**src/hw/rtl/sseg_pkg.sv**
```systemverilog
// shared types, constants and helpers for the seven-segment frame encoder
`timescale 1ns / 1ps

package sseg_pkg;

	localparam int DigitCount = 9;
	localparam int PosWidth   = 4;

	localparam logic [12:0] TimerMax = 13'd5999;
	localparam logic [6:0]  ScoreMax = 7'd99;
	localparam logic [3:0]  PeriodMax = 4'd9;
	localparam logic [3:0]  DarkNumeral = 4'd10;

	localparam logic [PosWidth-1:0] LastPos = PosWidth'(DigitCount - 1);
	localparam int TimerDigits = 4;

	// reciprocal of sixty, exact for every timer value up to the saturation point
	localparam logic [14:0] Recip60 = 15'd17477;
	localparam int Recip60Shift = 20;
	// reciprocal of ten, exact for values below one hundred
	localparam logic [7:0] Recip10 = 8'd205;
	localparam int Recip10Shift = 11;

	localparam logic [15:0] SelBase = 16'h0080;
	localparam logic [6:0]  SegMask = 7'h7F;
	localparam logic [6:0]  SegDark = 7'h7F;

	typedef logic [3:0] numeral_t;
	typedef numeral_t frame_t [DigitCount];

	typedef struct packed {
		numeral_t tens;
		numeral_t units;
	} split_t;

	// tens and units of a value below one hundred
	function automatic split_t split10(input logic [6:0] x);
		logic [14:0] prod;
		logic [6:0]  rem;
		split_t      r;
		prod    = 15'(x) * 15'(Recip10);
		r.tens  = prod[Recip10Shift +: 4];
		rem     = x - 7'({r.tens, 3'b000}) - 7'({r.tens, 1'b0});
		r.units = rem[3:0];
		return r;
	endfunction

	// active-low segments g..a
	function automatic logic [6:0] seg_lookup(input numeral_t n);
		logic [6:0] s;
		case (n)
			4'd0: s = 7'h40;
			4'd1: s = 7'h79;
			4'd2: s = 7'h24;
			4'd3: s = 7'h30;
			4'd4: s = 7'h19;
			4'd5: s = 7'h12;
			4'd6: s = 7'h03;
			4'd7: s = 7'h78;
			4'd8: s = 7'h00;
			4'd9: s = 7'h18;
			default: s = SegDark;
		endcase
		return s;
	endfunction

	function automatic logic [15:0] make_word(input logic [PosWidth-1:0] pos, input numeral_t n);
		return (SelBase << pos) | {9'd0, seg_lookup(n) & SegMask};
	endfunction

endpackage

```
**src/hw/rtl/sseg_digit_pipe.sv**
```systemverilog
// four-stage pipeline turning a frame request into nine numerals
`timescale 1ns / 1ps

module sseg_digit_pipe import sseg_pkg::*; (
	input  logic        clk,
	input  logic        arst_n,
	input  logic        start,
	output logic        busy,
	input  logic [12:0] timer_seconds,
	input  logic [6:0]  score_left,
	input  logic [6:0]  score_right,
	input  logic [3:0]  period_number,
	input  logic        blank_timer,
	output logic        frame_valid,
	output frame_t      frame,
	input  logic        frame_ready
);

	logic v_s1, v_s2, v_s3, v_s4;
	logic adv1, adv2, adv3, adv4;

	// stage 1: saturation
	logic [12:0] t_s1;
	logic [6:0]  sl_s1, sr_s1;
	numeral_t    per_s1;
	logic        blank_s1;

	// stage 2: minutes, score digits
	logic [12:0] t_s2;
	logic [6:0]  mm_s2;
	split_t      sl_s2, sr_s2;
	numeral_t    per_s2;
	logic        blank_s2;

	// stage 3: seconds, minute digits
	logic [5:0]  ss_s3;
	split_t      mm_s3, sl_s3, sr_s3;
	numeral_t    per_s3;
	logic        blank_s3;

	// stage 4: numerals
	frame_t      frame_s4;

	logic [27:0] mm_prod;
	logic [12:0] ss_full;
	split_t      ss_split;

	assign adv4 = !v_s4 || frame_ready;
	assign adv3 = !v_s3 || adv4;
	assign adv2 = !v_s2 || adv3;
	assign adv1 = !v_s1 || adv2;
	assign busy = !adv1;

	assign mm_prod  = 28'(t_s1) * 28'(Recip60);
	assign ss_full  = t_s2 - (13'(mm_s2) << 6) + (13'(mm_s2) << 2);
	assign ss_split = split10({1'b0, ss_s3});

	always_ff @(posedge clk or negedge arst_n) begin
		if (!arst_n) begin
			v_s1 <= 1'b0;
			v_s2 <= 1'b0;
			v_s3 <= 1'b0;
			v_s4 <= 1'b0;
		end else begin
			if (adv1) v_s1 <= start;
			if (adv2) v_s2 <= v_s1;
			if (adv3) v_s3 <= v_s2;
			if (adv4) v_s4 <= v_s3;
		end
	end

	always_ff @(posedge clk) begin
		if (adv1) begin
			t_s1     <= (timer_seconds > TimerMax) ? TimerMax : timer_seconds;
			sl_s1    <= (score_left > ScoreMax) ? ScoreMax : score_left;
			sr_s1    <= (score_right > ScoreMax) ? ScoreMax : score_right;
			per_s1   <= (period_number > PeriodMax) ? DarkNumeral : period_number;
			blank_s1 <= blank_timer;
		end
		if (adv2) begin
			t_s2     <= t_s1;
			mm_s2    <= mm_prod[Recip60Shift +: 7];
			sl_s2    <= split10(sl_s1);
			sr_s2    <= split10(sr_s1);
			per_s2   <= per_s1;
			blank_s2 <= blank_s1;
		end
		if (adv3) begin
			ss_s3    <= ss_full[5:0];
			mm_s3    <= split10(mm_s2);
			sl_s3    <= sl_s2;
			sr_s3    <= sr_s2;
			per_s3   <= per_s2;
			blank_s3 <= blank_s2;
		end
		if (adv4) begin
			frame_s4[0] <= blank_s3 ? DarkNumeral : mm_s3.tens;
			frame_s4[1] <= blank_s3 ? DarkNumeral : mm_s3.units;
			frame_s4[2] <= blank_s3 ? DarkNumeral : ss_split.tens;
			frame_s4[3] <= blank_s3 ? DarkNumeral : ss_split.units;
			frame_s4[4] <= sl_s3.tens;
			frame_s4[5] <= sl_s3.units;
			frame_s4[6] <= sr_s3.tens;
			frame_s4[7] <= sr_s3.units;
			frame_s4[8] <= per_s3;
		end
	end

	assign frame_valid = v_s4;
	assign frame       = frame_s4;

endmodule

```
**src/hw/rtl/sseg_word_serializer.sv**
```systemverilog
// frame buffer and word emitter, one drive word per cycle while a frame is held
`timescale 1ns / 1ps

module sseg_word_serializer import sseg_pkg::*; (
	input  logic                clk,
	input  logic                arst_n,
	input  logic                frame_valid,
	input  frame_t              frame,
	output logic                frame_ready,
	output logic                strobe,
	output logic [15:0]         drive_word,
	output logic [PosWidth-1:0] digit_position,
	output logic                last_word
);

	frame_t              buf_q;
	logic                active_q;
	logic [PosWidth-1:0] cnt_q;
	logic                strobe_q;
	logic [15:0]         word_q;
	logic [PosWidth-1:0] pos_q;
	logic                last_q;
	logic                load;
	logic                at_last;

	assign at_last     = (cnt_q == LastPos);
	assign frame_ready = !active_q || at_last;
	assign load        = frame_valid && frame_ready;

	always_ff @(posedge clk or negedge arst_n) begin
		if (!arst_n) begin
			active_q <= 1'b0;
			cnt_q    <= '0;
			strobe_q <= 1'b0;
		end else begin
			strobe_q <= active_q;
			if (load) begin
				active_q <= 1'b1;
				cnt_q    <= '0;
			end else if (active_q) begin
				active_q <= !at_last;
				cnt_q    <= cnt_q + PosWidth'(1);
			end
		end
	end

	always_ff @(posedge clk) begin
		if (load) buf_q <= frame;
		word_q <= make_word(cnt_q, buf_q[cnt_q]);
		pos_q  <= cnt_q;
		last_q <= at_last;
	end

	assign strobe         = strobe_q;
	assign drive_word     = word_q;
	assign digit_position = pos_q;
	assign last_word      = strobe_q && last_q;

endmodule

```
**src/hw/rtl/seven_segment_frame_encoder.sv**
```systemverilog
// top level: frame request in, nine seven-segment drive words out
// first word strobed after the pipeline stages, the frame buffer and the word register
// throughput: one word per cycle while a frame is held, set by the single result port
// busy rises only while the word emitter still holds a frame and the pipeline is full
// the receiver cannot stall; every strobed word is taken in its own cycle
// reset clears all valid bits and the emitter; no frame is in flight afterwards
`timescale 1ns / 1ps

module seven_segment_frame_encoder import sseg_pkg::*; (
	input  logic        clk,
	input  logic        arst_n,
	input  logic        start,
	output logic        busy,
	input  logic [12:0] timer_seconds,
	input  logic [6:0]  score_left,
	input  logic [6:0]  score_right,
	input  logic [3:0]  period_number,
	input  logic        blank_timer,
	output logic        strobe,
	output logic [15:0] drive_word,
	output logic [3:0]  digit_position,
	output logic        last_word
);

	// handover between the numeral pipeline and the word emitter
	logic   frame_valid;
	logic   frame_ready;
	frame_t frame;

	// saturation, divide by sixty, decimal split and blanking over four stages
	sseg_digit_pipe u_pipe (
		.clk           (clk),
		.arst_n        (arst_n),
		.start         (start),
		.busy          (busy),
		.timer_seconds (timer_seconds),
		.score_left    (score_left),
		.score_right   (score_right),
		.period_number (period_number),
		.blank_timer   (blank_timer),
		.frame_valid   (frame_valid),
		.frame         (frame),
		.frame_ready   (frame_ready)
	);

	// buffers one frame and walks digit positions 0 to 8, taking the next frame
	// in the cycle its counter reaches position 8 so frames run back to back
	sseg_word_serializer u_ser (
		.clk            (clk),
		.arst_n         (arst_n),
		.frame_valid    (frame_valid),
		.frame          (frame),
		.frame_ready    (frame_ready),
		.strobe         (strobe),
		.drive_word     (drive_word),
		.digit_position (digit_position),
		.last_word      (last_word)
	);

endmodule
```
**config.mk**
```make
export PLATFORM = sky130hd
export DESIGN_NAME = seven_segment_frame_encoder
export DESIGN_NICKNAME = d
export VERILOG_FILES = /design/src/hw/rtl/sseg_pkg.sv /design/src/hw/rtl/sseg_digit_pipe.sv /design/src/hw/rtl/sseg_word_serializer.sv /design/src/hw/rtl/seven_segment_frame_encoder.sv
export SDC_FILE = /design/constraint.sdc
export NUM_CORES = 1
export LEC_CHECK = 0
export ABC_AREA = 1
export BUFFER_PORTS_ARGS = -buffer_cell sky130_fd_sc_hd__buf_2
export CAP_MARGIN = 20
export CORE_MARGIN = 5
export CORE_UTILIZATION = 63
export DETAILED_ROUTE_END_ITERATION = 10
export PLACE_DENSITY_LB_ADDON = 0.12
export REMOVE_ABC_BUFFERS = 1
export SYNTH_ARGS = -nofsm -noshare
export SYNTH_HDL_FRONTEND = slang
export SYNTH_SLANG_ARGS = --single-unit
```
**constraint.sdc**
```tcl
create_clock -name clk -period 5.5 [get_ports clk]
set_input_delay 0.825 -clock clk [delete_from_list [all_inputs] [get_ports clk]]
set_output_delay 0.825 -clock clk [all_outputs]
set_load 0.05 [all_outputs]
```
Word level (Yosys, flattened, before mapping)
Memories as Yosys holds them, arrays and structs flattened.
Cells that the tools add are included.
- memories: 1
- input bits: 35
- logic and storage cells: 100
- output and inout bits: 23
- bits in read-only memories: 112
- register bits: 204
- memory list (memory ; depth ; bits a word ; read ports ; clocked after Yosys merged registers in ; write ports ; RTL line ; text):
    (name not given) ; 16 ; 7 ; 1 ; 0 ; 0 ; sseg_pkg.sv:51 ; case (n)
- reduce and logical (&&, ||, !) cells: 15
- equal/unequal tests: 1
- shifts and indexed selects: 1
- magnitude comparators: 5
- add/sub/neg operators: 11
- bitwise gates (word level): 2
- multipliers: 5
- multiplexer cells: 8
- operators with widths (operator ; count):
    $mul 7x8->15 const B ; 3
    $sub 4x4->4 ; 8
    $mul 13x15->27 const B ; 1
    $mux 4 ; 5
    $bmux 4 s4 ; 1
    $or 16x7->16 ; 1
    $shl 8x4->16 const A ; 1
    $gt 7x7->1 const B ; 2
    $mul 6x8->14 const B ; 1
    $gt 13x13->1 const B ; 1
    $logic_not 1->1 ; 7
    $add 6x6->6 ; 1
    $sub 6x1->6 const B ; 1
    $ge 5x5->1 const B ; 1
    $logic_or 1x1->1 ; 5
    $not 4->5 ; 1
    $add 4x1->4 const B ; 1
    $eq 4x4->1 const B ; 1
    $gt 4x4->1 const B ; 1
    $logic_and 1x1->1 ; 2
    $mux 1 ; 2
    $reduce_bool 2->1 ; 1

Logic depth before layout (Yosys ltp)
Gate-level depths: netlist of the first run.
- word-level depth: 7
- mapped depth: 28
- depth with buffers taken out: 28

Cells and area by module
A second synthesis of the first run with hierarchy kept.
- cells, all modules: 1217
- area, all modules: 13012.5 um^2
- by module, submodules not included (module ; area an instance (um^2) ; cells an instance ; sequential area each (um^2) ; instances):
    sseg_digit_pipe ; 10522.6 ; 986 ; 4214.0 ; 1
    sseg_word_serializer ; 2489.9 ; 231 ; 1651.6 ; 1

Worst setup path after synthesis of the first run
OpenSTA, ideal clock, no wires.
- path type: register to register
- start point: reg u_pipe.sl_s1[4]
- end point: reg u_pipe.sl_s2[3] in the netlist's numbering (data pin)
- buffers on the path: 0
- clock period less this slack: 3903 ps
- data arrival time: 3651 ps
- library setup time: 252 ps
- stages on the path, launching flop included: 24
- data required time: 5248 ps
- setup slack: 1597 ps
- cell sequence: edfxtp_1 -> ha_1 -> ha_1 -> fa_1 -> inv_1 -> fa_1 -> inv_1 -> ha_1 -> nand2_1 -> inv_1 -> nand2_1 -> nand2_1 -> nand2_1 -> nand2_1 -> a21oi_1 -> xor2_1 -> inv_1 -> ha_1 -> nand2_1 -> nand3_1 -> nand2_1 -> nand2_1 -> nand2_1 -> nand2_1
- word-level cells in the longest chain between the ends: 3
- ends and longest elaborated chain (item ; RTL line ; text):
    start: declaration ; sseg_digit_pipe.sv:24 ; logic [6:0] sl_s1, sr_s1;
    start signal: assignment ; sseg_digit_pipe.sv:75 ; sl_s1 <= (score_left > ScoreMax) ? ScoreMax : score_left;
    $mul 7x8->15 * ; sseg_pkg.sv:41 ; prod = 15'(x) * 15'(Recip10);
    $sub 4x4->4 ; sseg_pkg.sv:43 ; rem = x - 7'({r.tens, 3'b000}) - 7'({r.tens, 1'b0});
    $sub 4x4->4 * ; sseg_pkg.sv:43 ;
    end signal: assignment ; sseg_digit_pipe.sv:83 ; sl_s2 <= split10(sl_s1);
    end: declaration ; sseg_digit_pipe.sv:31 ; split_t sl_s2, sr_s2;
Every way passes the cells marked *; elsewhere a longest branch is shown, timed or not.
A chain may end at the register's enable or synchronous reset.

Worst setup path after layout of the first run
Same ends and word-level chain as after synthesis.

==> results of run 1 <==
==> area by class of cell <==
type	instances	area, sq um
tap	270	338
timing repair buffer	61	328
inverter	223	840
multi-input combinational	773	6180
clock buffer	27	569
fill	1469	5990
clock inverter	12	119
sequential	204	5870
==> cells by family (layout without fill, tap and decap cells) <==
family	Yosys count	in the layout	share of synthesized area (%)
xor+xnor	36	36	2.44
compound gates	98	98	4.51
buf+inv	235	323	6.88
fa+ha+maj	262	262	28.1
simple gates	377	377	12.7
flops	204	204	45.4
==> worst register-to-register path: cells and delay by family, from the launching register on <==
family,cells,cell delay [ns]
fa+ha+maj,6,2.22
xor+xnor,1,0.16
buf+inv,4,0.21
flops,1,0.46
simple gates,11,0.75
compound gates,1,0.15
==> per-layer routing <==
layer / part of all wire, % / vias to the layer above / GRT usage, %
li1: - / 4157 / -
met1: 46 / 3690 / 25.6
met2: 48 / 120 / 32.0
met3: 4.1 / 30 / 2.94
met4: 1.6 / 0 / 3.86
met5: 0 / - / 0
==> through the flow <==
step,setup WS (ns),utilization [%]
after floorplan,1.60,-
after global routing,0.948,70.4
final,1.33,70.4
after detailed placement,1.38,66.9
after CTS,1.31,70.3
after global placement,1.48,66.9
==> cell usage after synthesis, types with 3 or more instances <==
| master | count | area share (%) |
|---|---|---|
| a21o_1 | 4 | 0.23 |
| a21oi_1 | 31 | 1.2 |
| a31oi_1 | 4 | 0.19 |
| buf_2 | 4 | 0.15 |
| clkbuf_1 | 8 | 0.23 |
| dfrtp_1 | 10 | 1.9 |
| dfxtp_1 | 21 | 3.3 |
| edfxtp_1 | 173 | 40 |
| fa_1 | 48 | 7.4 |
| ha_1 | 214 | 21 |
| inv_1 | 212 | 6.2 |
| inv_2 | 10 | 0.29 |
| nand2_1 | 159 | 4.6 |
| nand3_1 | 41 | 1.6 |
| nand3b_1 | 6 | 0.35 |
| nand4_1 | 14 | 0.68 |
| nor2_1 | 115 | 3.3 |
| nor2_2 | 6 | 0.29 |
| nor3_1 | 3 | 0.12 |
| o211ai_1 | 4 | 0.23 |
| o21a_1 | 3 | 0.17 |
| o21ai_0 | 24 | 0.93 |
| o21ai_1 | 12 | 0.46 |
| o21bai_1 | 4 | 0.23 |
| or2_1 | 3 | 0.15 |
| or2_2 | 23 | 1.1 |
| xnor2_1 | 17 | 1.2 |
| xor2_1 | 19 | 1.3 |
==> final timing paths <==
check | end | slack, ns
setup reg to reg | u_pipe.sl_s2[3]$_DFFE_PP_ | 1.33
max in group asynchronous | u_ser.cnt_q[3]$_DFFE_PN0P_ | 5.11
min in group clk | u_pipe.frame[1]$_DFFE_PP_ | 0.41
setup / recovery | u_pipe.sl_s2[3]$_DFFE_PP_ | 1.33
hold / removal | u_ser.cnt_q[0]$_DFFE_PN0P_ | 0.18
hold reg to reg | u_pipe.frame[1]$_DFFE_PP_ | 0.41
==> registers in the layout, indices dropped and copies added (netlist names), 4 cells and up <==
name,cells
u_pipe.frame,36
u_pipe.mm_s2,7
u_pipe.mm_s3,8
u_pipe.per_s1,4
u_pipe.per_s2,4
u_pipe.per_s3,4
u_pipe.sl_s1,7
u_pipe.sl_s2,8
u_pipe.sl_s3,8
u_pipe.sr_s1,7
u_pipe.sr_s2,8
u_pipe.sr_s3,8
u_pipe.ss_s3,6
u_pipe.t_s1,13
u_pipe.t_s2,6
u_ser.buf_q,36
u_ser.cnt_q,4
u_ser.digit_position,4
u_ser.drive_word,16
==> flow_summary.toml, run 1 <==
[cts]
clk_latency_ns = 0.50
root_buffer = "clkbuf_16"
htree_levels = 1
postCtsHoldBufs = 0
cts_tree = "built"
cts_sinks = 204
cts.repair.resized = 0
numCtsBuffers = 22
path_clk_slew_ns = 0.06
cts_setup_buffers = 0
clockBufferDepth = 3

[critical_path]
regToRegStartpoint = "u_pipe.sl_s1[4]$_SDFFCE_PN0N_"
cp-startpoint = "u_pipe.sl_s1[4]$_SDFFCE_PN0N_"
reg2reg_depth = 23
path_buf_inv = 4
crit_required_ns = 5.75
critPathMaxStageDelay_ns = 0.50
cp.depth = 23
cp_top_family = "adder cells"
crit_type = "reg -> reg"
cp.arrival_ns = 4.43
crit_fanout = 4
startpoint_type = "register"
slowest_stage = "fa_1"
cpMostUsedCell = "nand2_1"
worstSetupEndpointType = "register"
cp_cell_sequence = "ha_1 -> ha_1 -> fa_1 -> inv_1 -> fa_1 -> inv_1 -> ha_1 -> nand2_1 -> inv_1 -> nand2_1 -> nand2_1 -> nand2_1 -> nand2_1 -> a21oi_1 -> xor2_1 -> inv_1 -> ha_1 -> nand2_1 -> nand3_1 -> nand2_1 -> nand2_1 -> nand2_1 -> nand2_1"

[synthesis]
synth_edf_count = 173
synth_seq_cells = 204
async_reset_ff_share_pct = 4.90
synth.yosys.warnings = 0
synth_cell_types = 43
syn-cell-area_sq_mm = 0.0129
syn_inst = 1212
synth-main-ff-cell = "edfxtp_1"
synth_seq_area_share_pct = 45.4
syn_area_per_cell_sq_um = 10.7

[global_route]
grt_max_degree = 41
overflow = 0
grt_usage_pct = 18.7
antenna_found_initial = 0
grt_pass1_vias = 8088
grt_pass1_wl_um = 37000

[route]
drcViolationCount = 0
routedWlPerCell_um = 13.6
drt-initial-drc-count = 299
ant_nets = 0
wl_um = 21300
viasPerCell = 5.09
drt-pass1-iter-count = 4
num_vias = 7997

[die]
die_w_um = 153
coreArea_sq_mm = 0.0202
dieArea_sq_mm = 0.0235
io_pins = 58
die_h_um = 153
rows = 52
start_util_pct = 63.9

[outcome]
status = "finished clean"

[layout]
instances_no_fill = 1570
layout_commonest_cell = "ha_1"
syn_to_final_growth_pct = 10.1
mostFrequentLayoutCells = "ha_1 (214), inv_1 (212), edfxtp_1 (173), nand2_1 (159), nor2_1 (114)"
stdcell_area_sq_mm = 0.0142
nets = 1582
diodes = 0
final_layout_size_suffix_gt1_share_pct = 11.2

[timing]
final.period_utilization_pct = 75.9
fin_skew_ns = 0.00785
period_needed_ns = 4.17
hold_ws_ns = 0.184
slew_viol_final = 0
worstMarginPinSlew_ns = 0.776
relSlewSlack_pct = 48.2
timing.fmax_ghz = 0.240
final-setup-viol-count = 0
tns_ns = 0
rsz0062_at_grt = "false"
finalHoldViolCount = 0

[place]
dpl_cell_area_sq_mm = 0.0135
numPortBuffers = 57
place_hpwl_um = 16700
gp_congestion = 0.860
post-place-cells = 1530

[flow_run]
maxCapViolCount = 0

[min_path]
hold_class = "in -> async"
Power of run 1 is not shown: default switching activity piles up to over one toggle a cycle in this logic, so the estimate is an artifact.
==> inputs of run 2 (changes only) <==
- ABC_AREA: 1 -> 0
- clock period: 5.5 -> 4 ns (I/O delays scaled with it)
==> run 2 against run 1 <==
Net effect: the run now ends with negative setup slack left; sequential cell count is the same; worst hold slack gained 0.13 ns; critical path depth shrank 6; register-to-register slack lost 1.6 ns; global-route usage grew 1.1 points; clock skew grew 0.0021 ns; final cell count shrank 12%; critical path type unchanged; maximum frequency shrank 3.0%; non-clock buffer count grew 98; via count shrank 8.1%; largest cell class unchanged; sequential share of layout area shrank 2.5 points.
==> flow_summary.toml, run 2 <==
[outcome]
status = "finished, violations left"
violations = "negative setup slack"

[synthesis]
muxShareOfSynthArea_pct = 1.92
synth_seq_area_share_pct = 47.6
synth_common_cells = "ha_1 (214), edfxtp_1 (173), inv_1 (143)"
syn_inst = 938
synth_edf_count = 173
synth-main-ff-cell = "edfxtp_1"
synth_cell_types = 63
syn-cell-area_sq_mm = 0.0123
syn_area_per_cell_sq_um = 13.1
synth_top_cell_by_area = "edfxtp_1"
yosys.area_share.adder_pct = 29.5
synth_compound_area_share_pct = 6.11
synth_seq_cells = 204
synth.yosys.warnings = 0
yosysMostFrequentCell = "ha_1"
synthXorXnorAreaFrac_pct = 3.46
async_reset_ff_share_pct = 4.90
yosys-top-cells-area = "edfxtp_1 (42%), ha_1 (22%), fa_1 (7.8%)"
yosys.area_share.simple_pct = 6.45
synth_top_family_by_area = "adder cells"
synth_top_cell_area_share_pct = 42.2

[global_route]
grt_pass1_vias = 7625
antenna_found_initial = 0
overflow = 0
grt_max_degree = 39
grt_usage_pct = 19.8
grt_pass1_wl_um = 36000

[route]
drcViolationCount = 0
num_vias = 7353
wl_met3_um = 830
wl_met2_um = 11600
top_layer = "met4"
wl_um = 22300
drt-pass1-iter-count = 4
met1_length_um = 9400
routedWlPerCell_um = 16.1
ant_nets = 0
viasPerCell = 5.31
drt-initial-drc-count = 243

[timing]
worstMarginPinSlew_ns = 0.493
final.period_utilization_pct = 108
finalHoldViolCount = 0
slew_viol_final = 0
final-setup-viol-count = 5
setup_slack_ns = -0.302
rsz0062_at_grt = "true"
period_needed_ns = 4.30
fin_skew_ns = 0.00995
timing.fmax_ghz = 0.232
relSlewSlack_pct = 67.1

[layout]
fillCellCount = 1111
multiInputGateArea_sq_mm = 0.00665
diodes = 0
syn_to_final_growth_pct = 23.2
final_layout_size_suffix_gt1_share_pct = 28.4
mostFrequentLayoutCells = "edfxtp_1 (173), ha_1 (165), inv_1 (130), buf_4 (96), buf_2 (58)"
instances_no_fill = 1386
area.sequential_sq_mm = 0.00587
nets = 1403
stdcell_area_sq_mm = 0.0152
layout_commonest_cell = "edfxtp_1"

[critical_path]
cp.arrival_ns = 4.54
startpoint_type = "register"
crit_fanout = 3
worstSetupEndpointType = "register"
crit_type = "reg -> reg"
crit_required_ns = 4.24

[place]
numPortBuffers = 57
gp_congestion = 0.890
place_hpwl_um = 15300
post-place-cells = 1315
dpl_cell_area_sq_mm = 0.0134

[power]
p_seq_share_pct = 38.7
power_density_mw_per_mm2 = 409
finalPower_mw = 6.21
switchingPower_mw = 1.70
swShare_pct = 27.3
power.internal_mw = 4.52
power_frac_clock_pct = 31.9
p_leak_nw = 6.69
pwr-share-comb_pct = 29.4
peakVddDrop_mv = 0.355

[cts]
root_buffer = "clkbuf_16"
htree_levels = 1
clockBufferDepth = 3
path_clk_slew_ns = 0.06
cts_tree = "built"
cts_sinks = 204
numCtsBuffers = 22
clk_latency_ns = 0.50

[die]
coreArea_sq_mm = 0.0193
dieArea_sq_mm = 0.0224
rows = 51
io_pins = 58
die_w_um = 150
start_util_pct = 63.7
die_h_um = 150

[min_path]
hold_class = "in -> reg"

[flow_run]
maxCapViolCount = 0
## run 2: changes by cell type after synthesis, sizes merged, moves of 11 or more
cell    delta
nand2    -139
mux2i     +12
nand3     -33
or2       -16
nor2b     +11
inv       -80
nand2b    +21
and2      +17
nor2      -99
o21ai     -21
## run 2: path summary, 6_finish.rpt
kind	slack, ns	to	start	depth (start not counted)
max	-0.30	u_pipe.frame[23]$_SDFFCE_PP1P_	u_pipe.ss_s3[1]$_DFFE_PP_	17
min	0.31	u_pipe.t_s1[12]$_SDFFCE_PN1N_	timer_seconds[12]	1
max reg2reg	-0.30	u_pipe.frame[23]$_SDFFCE_PP1P_	u_pipe.ss_s3[1]$_DFFE_PP_	17
min reg2reg	0.41	u_ser.buf_q[16]$_DFFE_PP_	u_pipe.frame[16]$_DFFE_PP_	0
max in group asynchronous	3.28	u_pipe.v_s3$_DFFE_PN0P_	arst_n	2
min in group asynchronous	0.51	u_pipe.v_s1$_DFFE_PN0N_	arst_n	2
## run 2: logic make-up (layout without fill, tap and decap cells)
kind of cell / after synthesis / count (layout)
AO/OA/AOI/OAI: 107 / 107
XOR/XNOR: 44 / 44
adder cells (fa/ha/maj): 262 / 262
buffers and inverters: 158 / 341
flip-flops: 204 / 204
multiplexers: 18 / 18
AND/OR/NAND/NOR: 145 / 145
## run 2: power by group through the flow
| stage | Clock [mW] | Sequential (mW) | Combinational [mW] |
|---|---|---|---|
| finish | 1.99 | 2.40 | 1.83 |
| global route | 2.13 | 2.40 | 2.06 |
| CTS | 2.03 | 2.40 | 1.59 |
| detailed placement | 0 | 2.44 | 1.40 |
| global placement | 0 | 2.44 | 1.36 |
| floorplan | 0 | 2.44 | 1.00 |
## run 2: worst max-delay path, stage by stage, from the launching register on
cell	delay, ns
edfxtp_1	0.48
ha_4	0.25
buf_4	0.13
ha_1	0.16
or2_2	0.28
fa_1	0.46
ha_1	0.24
nor3_2	0.19
o221a_2	0.22
o21a_1	0.15
o21bai_1	0.07
xor2_1	0.18
ha_1	0.32
nor3b_4	0.17
a2111o_1	0.34
and3_4	0.16
xnor2_2	0.12
mux2i_1	0.12
## run 2: final cells by class
type	count	share of cell area, %
inverter	143	3.54
tap	265	2.18
clock buffer	24	3.68
timing repair buffer	159	7.02
sequential	204	38.6
multi-input combinational	576	43.8
clock inverter	15	1.13
## run 2: what timing repair did
item / in CTS / in global routing
hold endpoints to repair: 10 / 0
gates resized for setup: 53 / 66
pin swaps: 73 / 55
hold buffers: 1 / 0
endpoints found under the setup margin: 7 / 17
buffers inserted: 23 / 12
## run 2: per-layer routing
| metal | GRT usage (%) | up-vias |
|---|---|---|
| li1 | - | 3652 |
| met1 | 25.8 | 3532 |
| met2 | 35.0 | 130 |
| met3 | 3.12 | 39 |
| met4 | 4.53 | 0 |
| met5 | 0 | - |
## run 2: through the flow
stage / setup WS (ns) / hold WS [ns] / utilization [%] / TNS [ns]
after floorplan: -0.299 / 0.304 / - / -0.409
after global placement: -0.243 / 0.401 / 69.3 / -0.657
after detailed placement: -0.407 / 0.405 / 69.3 / -1.38
after CTS: -0.307 / 0.290 / 75.8 / -0.638
after global routing: -0.478 / 0.292 / 78.5 / -1.71
final: -0.302 / 0.314 / 78.5 / -0.779
(Power assumes the default switching activity.)
